===== config.mk =====
export PLATFORM = sky130hd
export DESIGN_NAME = lpim_pair_matrix
export DESIGN_NICKNAME = d
export VERILOG_FILES = /design/src/sv/lpim_pkg.sv /design/src/sv/lpim_pair_matrix.sv
export SDC_FILE = /design/constraint.sdc
export NUM_CORES = 2
export LEC_CHECK = 0
export ABC_AREA = 1
export BUFFER_PORTS_ARGS = -buffer_cell sky130_fd_sc_hd__buf_4
export CELL_PAD_IN_SITES_DETAIL_PLACEMENT = 1
export CELL_PAD_IN_SITES_GLOBAL_PLACEMENT = 1
export CORE_UTILIZATION = 46
export DETAILED_ROUTE_END_ITERATION = 6
export GPL_ROUTABILITY_DRIVEN = 0
export PLACE_DENSITY = 0.9
export SYNTH_ARGS = -nofsm -noshare
export SYNTH_HDL_FRONTEND = slang
export SYNTH_SLANG_ARGS = --single-unit

===== constraint.sdc =====
create_clock -name clock -period 1.3 [get_ports clock]
set_input_delay 0.065 -clock clock [delete_from_list [all_inputs] [get_ports clock]]
set_output_delay 0.065 -clock clock [all_outputs]
set_load 0.05 [all_outputs]

===== src/sv/lpim_pkg.sv =====
// ----------------------------------------------------------------------------
// lpim_pkg
// Shared types and constants for the layer pair interaction matrix.
// ----------------------------------------------------------------------------
package lpim_pkg;

   localparam int MODE_WIDTH  = 3;
   localparam int ID_WIDTH    = 32;
   localparam int INDEX_WIDTH = 5;
   localparam int MASK_WIDTH  = 32;

   localparam int DEFAULT_NUM_SLOTS = 32;
   localparam int DEFAULT_ID_BITS   = 32;

   typedef enum logic [MODE_WIDTH-1:0] {
      MODE_SET_SLOT    = 3'd0,
      MODE_CONNECT     = 3'd1,
      MODE_DISCONNECT  = 3'd2,
      MODE_QUERY_IDS   = 3'd3,
      MODE_QUERY_SLOTS = 3'd4,
      MODE_LOOKUP      = 3'd5
   } mode_type;

   typedef struct packed {
      logic [MODE_WIDTH-1:0]  mode;
      logic [ID_WIDTH-1:0]    first_id;
      logic [ID_WIDTH-1:0]    second_id;
      logic [INDEX_WIDTH-1:0] first_index;
      logic [INDEX_WIDTH-1:0] second_index;
   } req_item_type;

   typedef struct packed {
      logic                   interacts;
      logic                   found;
      logic [MASK_WIDTH-1:0]  layer_mask;
      logic [INDEX_WIDTH-1:0] layer_position;
   } rsp_item_type;

   // Pair matrix update command.
   typedef struct packed {
      logic write_en;
      logic write_value;
   } pair_cmd_type;

endpackage


===== src/sv/lpim_pair_matrix.sv =====
// ----------------------------------------------------------------------------
// lpim_pair_matrix
// Symmetric slot-pair interaction bits; one-hot row/column read and update.
// ----------------------------------------------------------------------------
module lpim_pair_matrix #(
   parameter int NUM_SLOTS = lpim_pkg::DEFAULT_NUM_SLOTS
) (
   input  logic                   clock,
   input  logic                   reset,
   input  logic [NUM_SLOTS-1:0]   sel_a,
   input  logic [NUM_SLOTS-1:0]   sel_b,
   input  lpim_pkg::pair_cmd_type cmd,
   output logic                   linked
);
   import lpim_pkg::*;

   logic [NUM_SLOTS-1:0] rows_ff [NUM_SLOTS];
   logic [NUM_SLOTS-1:0] rows_in [NUM_SLOTS];
   logic [NUM_SLOTS-1:0] row_pick;

   // Read: select row of slot a, test column of slot b.
   always_comb begin
      row_pick = '0;
      for (int a = 0; a < NUM_SLOTS; a++) begin
         if (sel_a[a]) begin
            row_pick = row_pick | rows_ff[a];
         end
      end
      linked = |(row_pick & sel_b);
   end

   // Update both mirror positions of the pair.
   always_comb begin
      for (int a = 0; a < NUM_SLOTS; a++) begin
         for (int b = 0; b < NUM_SLOTS; b++) begin
            rows_in[a][b] = rows_ff[a][b];
            if (cmd.write_en && ((sel_a[a] && sel_b[b]) || (sel_b[a] && sel_a[b]))) begin
               rows_in[a][b] = cmd.write_value;
            end
         end
      end
   end

   always_ff @(posedge clock) begin
      if (reset) begin
         rows_ff <= '{default: '0};
      end else begin
         rows_ff <= rows_in;
      end
   end

   a_write_distinct: assert property (@(posedge clock) disable iff (reset)
      cmd.write_en |-> ($onehot(sel_a) && $onehot(sel_b) && (sel_a != sel_b)))
      else $error("pair write without two distinct slots");

   a_symmetric: assert property (@(posedge clock) disable iff (reset)
      rows_ff[0][1] == rows_ff[1][0])
      else $error("pair matrix lost symmetry");

   a_diag_clear: assert property (@(posedge clock) disable iff (reset)
      rows_ff[0][0] == 1'b0)
      else $error("diagonal bit set");

endmodule


==> results of run 1 <==
[kinds of logic after synthesis]
kind of cell    share of synthesized area, %
simple gates                            31.7
compound gates                          24.9
flops                                   33.4
buf+inv                                 10.1
[Yosys cell counts, drive strengths merged]
library cell / n
clkinv: 1
clkbuf: 153
a211oi: 496
nor2: 826
buf: 283
dfxtp: 528
inv: 60
nand2: 1785
a21oi: 32
o22ai: 496
nand4: 32
o21ai: 32
[per-stage QoR]
stage | util, % | cell area [um^2]
2_1_floorplan | - | 31700
3_3_place_gp | 53.5 | 36200
3_5_place_dp | 53.5 | 36200
4_1_cts | 58.4 | 39500
[routing by layer]
layer  global-route usage [%]  overflow
met2                     89.7       104
met4                     75.3        96
met1                     76.9         2
met3                     67.9         5
met5                     43.2         2
[timing repair]
action                     CTS
buffers inserted             3
pin swaps                   80
hold endpoints to repair    55
setup endpoints to repair    1
hold buffers                57
resized for setup          260
==> flow_metrics.py, run 1 <==
metrics = {
    "clock_tree": {
        "clockRootBuffer": "clkbuf_16",
        "htreeDepth": 2,
        "cts_buffers": 60,
        "cts.sinks": 528,
        "clockBufferDepth": 3,
    },
    "die": {
        "die_x_um": 264,
        "die_h_um": 264,
        "initial_core_util_pct": 46.8,
        "design.portCount": 69,
        "rows": 95,
    },
    "logic_synthesis": {
        "yosysWarnings": 0,
        "avgSynthCellArea_um2": 6.71,
        "syn_nets": 4792,
        "ys_ff_latch": 528,
        "synth_area_leaders": "dfxtp_1 33%, nand2_1 21%, a211oi_1 11%",
        "synthDistinctLibCells": 20,
        "postSynthCellCount": 4724,
        "yosysTopAreaCell": "dfxtp_1",
        "synthesis.area_mm2": 0.0317,
        "ys_seq_area_share_pct": 33.4,
        "synth_top_cell_area_share_pct": 33.4,
    },
    "run_status": {
        "haltStage": "global routing",
        "status": "stopped before the end",
        "error": "[ERROR GRT-0116] Global routing finished with congestion. Check the congestion regions in the DRC Viewer.",
    },
    "placement": {
        "preCtsSetupSlack_ps": -1260,
        "dpl.hpwl_um": 117000,
        "io_buffers": 68,
        "dp_cells": 5809,
    },
    "global_routing": {
        "grt_use_total_pct": 77.4,
        "grt_max_degree": 72,
        "grt_pass1_wl_um": 400000,
        "grt_pass1_vias": 54738,
        "gr-total-overflow": 209,
    },
}
==> inputs of run 2 (changes only) <==
- CELL_PAD_IN_SITES_DETAIL_PLACEMENT: 1 -> default
- CELL_PAD_IN_SITES_GLOBAL_PLACEMENT: 1 -> default
- CORE_UTILIZATION: 46 -> 35
- PLACE_DENSITY: 0.9 -> default
- PLACE_DENSITY_LB_ADDON: default -> 0.15
==> run 2 against run 1 <==
Against the previous run:
- the flow now finishes, with violations (negative setup slack)
- synthesized area stayed put
- synthesized cell count stayed put
==> flow_metrics.py, run 2 <==
metrics = {
    "logic_synthesis": {
        "synthesis.area_mm2": 0.0317,
        "yosysTopAreaCell": "dfxtp_1",
        "synthAdderAreaFrac_pct": 0,
        "synthXorXnorAreaFrac_pct": 0,
        "synth-compound-area-share_pct": 24.9,
        "ys_seq_area_share_pct": 33.4,
        "synthMuxAreaShare_pct": 0,
        "synthArstFlopShare_pct": 0,
        "synth_top_family_by_area": "simple AND/OR/NAND/NOR gates",
        "synth_most_common_cell": "nand2_1",
        "avgSynthCellArea_um2": 6.71,
        "syn_nets": 4792,
        "synth_common_cells": "1769 x nand2_1, 826 x nor2_1, 528 x dfxtp_1",
        "synth_top_cell_area_share_pct": 33.4,
        "dominantRegCellSynth": "dfxtp_1",
        "yosysWarnings": 0,
        "postSynthCellCount": 4724,
        "synth-simple-area-share_pct": 31.7,
        "ys_ff_latch": 528,
        "synthDistinctLibCells": 20,
        "synth_area_leaders": "dfxtp_1 33%, nand2_1 21%, a211oi_1 11%",
        "synth_edf_count": 0,
    },
    "sta": {
        "clock-skew-final_ps": 0,
        "hold_viol_final": 0,
        "slew_violations": 0,
        "period_share_pct": 195,
        "max_freq_mhz": 395,
        "fin_crit_ps": 2530,
        "tightest_slew_ps": 518,
        "rsz0062_at_grt": "true",
        "slew_headroom_pct": 65.5,
        "hold_ws_ps": 49.9,
        "setup_ws_ps": -1230,
        "setup_viol": 1,
    },
    "die": {
        "initial_core_util_pct": 35.6,
        "design.portCount": 69,
        "die_h_um": 303,
        "die_x_um": 303,
        "design.core.area_mm2": 0.0891,
        "fp.dieArea_mm2": 0.0917,
        "rows": 109,
    },
    "detailed_routing": {
        "via_per_inst": 5.63,
        "routed-via-count": 35160,
        "drc": 0,
        "drtIter0Drc": 3667,
        "wire_per_inst_um": 24.0,
        "ant_nets": 0,
        "drt_wl_total_um": 150000,
        "firstDrtPassIters": 5,
    },
    "power": {
        "leakage_nw": 17.5,
        "p_per_area_mw_per_mm2": 1260,
        "ir_worst_vdd_mv": 0.851,
    },
    "global_routing": {
        "grt_max_degree": 72,
        "grt_pass1_wl_um": 219000,
        "gr-total-overflow": 0,
        "antenna_found_initial": 4,
        "grt_pass1_vias": 32689,
        "grt_use_total_pct": 32.0,
    },
    "job": {
        "cap_violations": 0,
    },
    "min_path": {
        "hold_path_depth": 4,
        "worstHoldStart": "sel_a[12]",
        "hold_class": "input port to flip-flop",
        "holdPathEnd": "rows_ff[620]$_SDFFE_PP0P_",
    },
    "layout": {
        "post-route-util_pct": 44.7,
        "synthToLayoutAreaGrowth_pct": 25.7,
        "largest_register": "rows_ff",
        "largest_reg_flops": 528,
        "layout_common_cells": "1702 x nand2_1, 733 x nor2_1, 504 x dfxtp_1",
        "nFillCells": 9155,
        "top_regs": "rows_ff x528",
        "layout_commonest_cell": "nand2_1",
        "drive_gt1_share_pct": 20.5,
        "layout.nets": 5106,
    },
    "critical_path": {
        "path_class": "flip-flop to primary output",
        "rr_worst_depth": 3,
        "reg2reg_setup_slack_ps": 450,
        "r2r_start": "rows_ff[871]$_SDFFE_PP0P_",
        "cp-end-kind": "primary output",
        "reg2reg_to": "rows_ff[871]$_SDFFE_PP0P_",
        "cp_max_fo": 2,
        "arrival_ps": 2470,
        "required_ps": 1240,
        "start_kind": "flip-flop",
    },
    "placement": {
        "io_buffers": 68,
        "dpl.hpwl_um": 103000,
    },
    "clock_tree": {
        "clockBufferDepth": 3,
        "cts_tree": "built",
        "cts_buffers": 69,
        "clockRootBuffer": "clkbuf_16",
        "clock_latency_ps": 620,
        "clkTransAtPathRegs_ps": 60,
        "htreeDepth": 3,
        "cts.sinks": 528,
    },
    "run_status": {
        "status": "finished, violations left",
        "violations": "negative setup slack",
    },
}
run 2: cell counts after synthesis:
No cell type changed its count.
run 2: area by class of cell:
class	count	area, um^2	area share [%]
Tap cell	1165	1460	3.66
Antenna cell	3	7.51	0.0189
Multi-Input combinational cell	3699	18500	46.6
Sequential cell	528	10600	26.6
Inverter	61	236	0.594
Timing Repair Buffer	679	6820	17.1
Clock buffer	103	2080	5.22
Clock inverter	8	68.8	0.173
run 2: through the flow:
step	cell area, um^2	setup WS [ps]	std cells	setup TNS (ps)	power (mW)
after floorplan	31700	21.0	4724	0	25.1
after global placement	36400	-1200	6077	-42750	30.4
after detailed placement	36400	-1170	6077	-49760	30.4
after CTS	39300	-1290	6245	-3740	49.6
after global routing	39800	-1300	6243	-1300	51.8
final	39800	-1230	6246	-1230	50.1
run 2: worst max-delay path by stage:
stage / from / endpoint / slack (ps) / cells past startpoint
floorplan: sel_a[8] / linked / 20 / 14
global placement: sel_a[27] / linked / -1200 / 15
detailed placement: sel_a[27] / linked / -1170 / 15
CTS: rows_ff[757]$_SDFFE_PP0P_ / linked / -1290 / 14
global route: rows_ff[479]$_SDFFE_PP0P_ / linked / -1300 / 14
finish: rows_ff[775]$_SDFFE_PP0P_ / linked / -1230 / 14
run 2: critical path: stages, from the launching register on:
cell and delay, ps:
dfxtp_1 320, nand2_1 90, nand2_1 160, nor2_1 140
nand2_1 90, nor2_1 110, buf_4 160, nand2_2 50
nand2_2 70, nand2_4 100, nor2_4 120, nand2_4 80
nor2_4 100, nand2_2 90, buf_8 160
run 2: report_power, final:
group / leakage [nW] / switching [mW] / internal [mW]
combinational: 12.1 / 7.88 / 4.84
sequential: 4.36 / 0.940 / 17.4
clock: 1.06 / 7.84 / 11.1
run 2: what timing repair did:
item / CTS / global route
hold buffers: 55 / 1
buffers inserted: 2 / 0
pin swaps: 10 / 74
hold endpoints to repair: 84 / 9
resized for setup: 76 / 164
setup endpoints to repair: 1 / 45
cloned: 0 / 1
run 2: logic make-up (layout without fill, tap and decap cells):
| group | Yosys count | count (layout) |
|---|---|---|
| other | 0 | 3 |
| DFF | 528 | 528 |
| buffers and inverters | 497 | 851 |
| and+or+nand+nor | 2643 | 2643 |
| AOI/OAI and AO/OA | 1056 | 1056 |
run 2: per-layer routing:
layer / up-vias / track usage (%) / wire [um]
li1: 16676 / - / -
met1: 16573 / 43.7 / 64700
met2: 1590 / 50.0 / 66000
met3: 317 / 4.54 / 11900
met4: 4 / 14.2 / 7180
met5: - / 0 / 24
No activity file was read; power rests on OpenSTA's default activity.
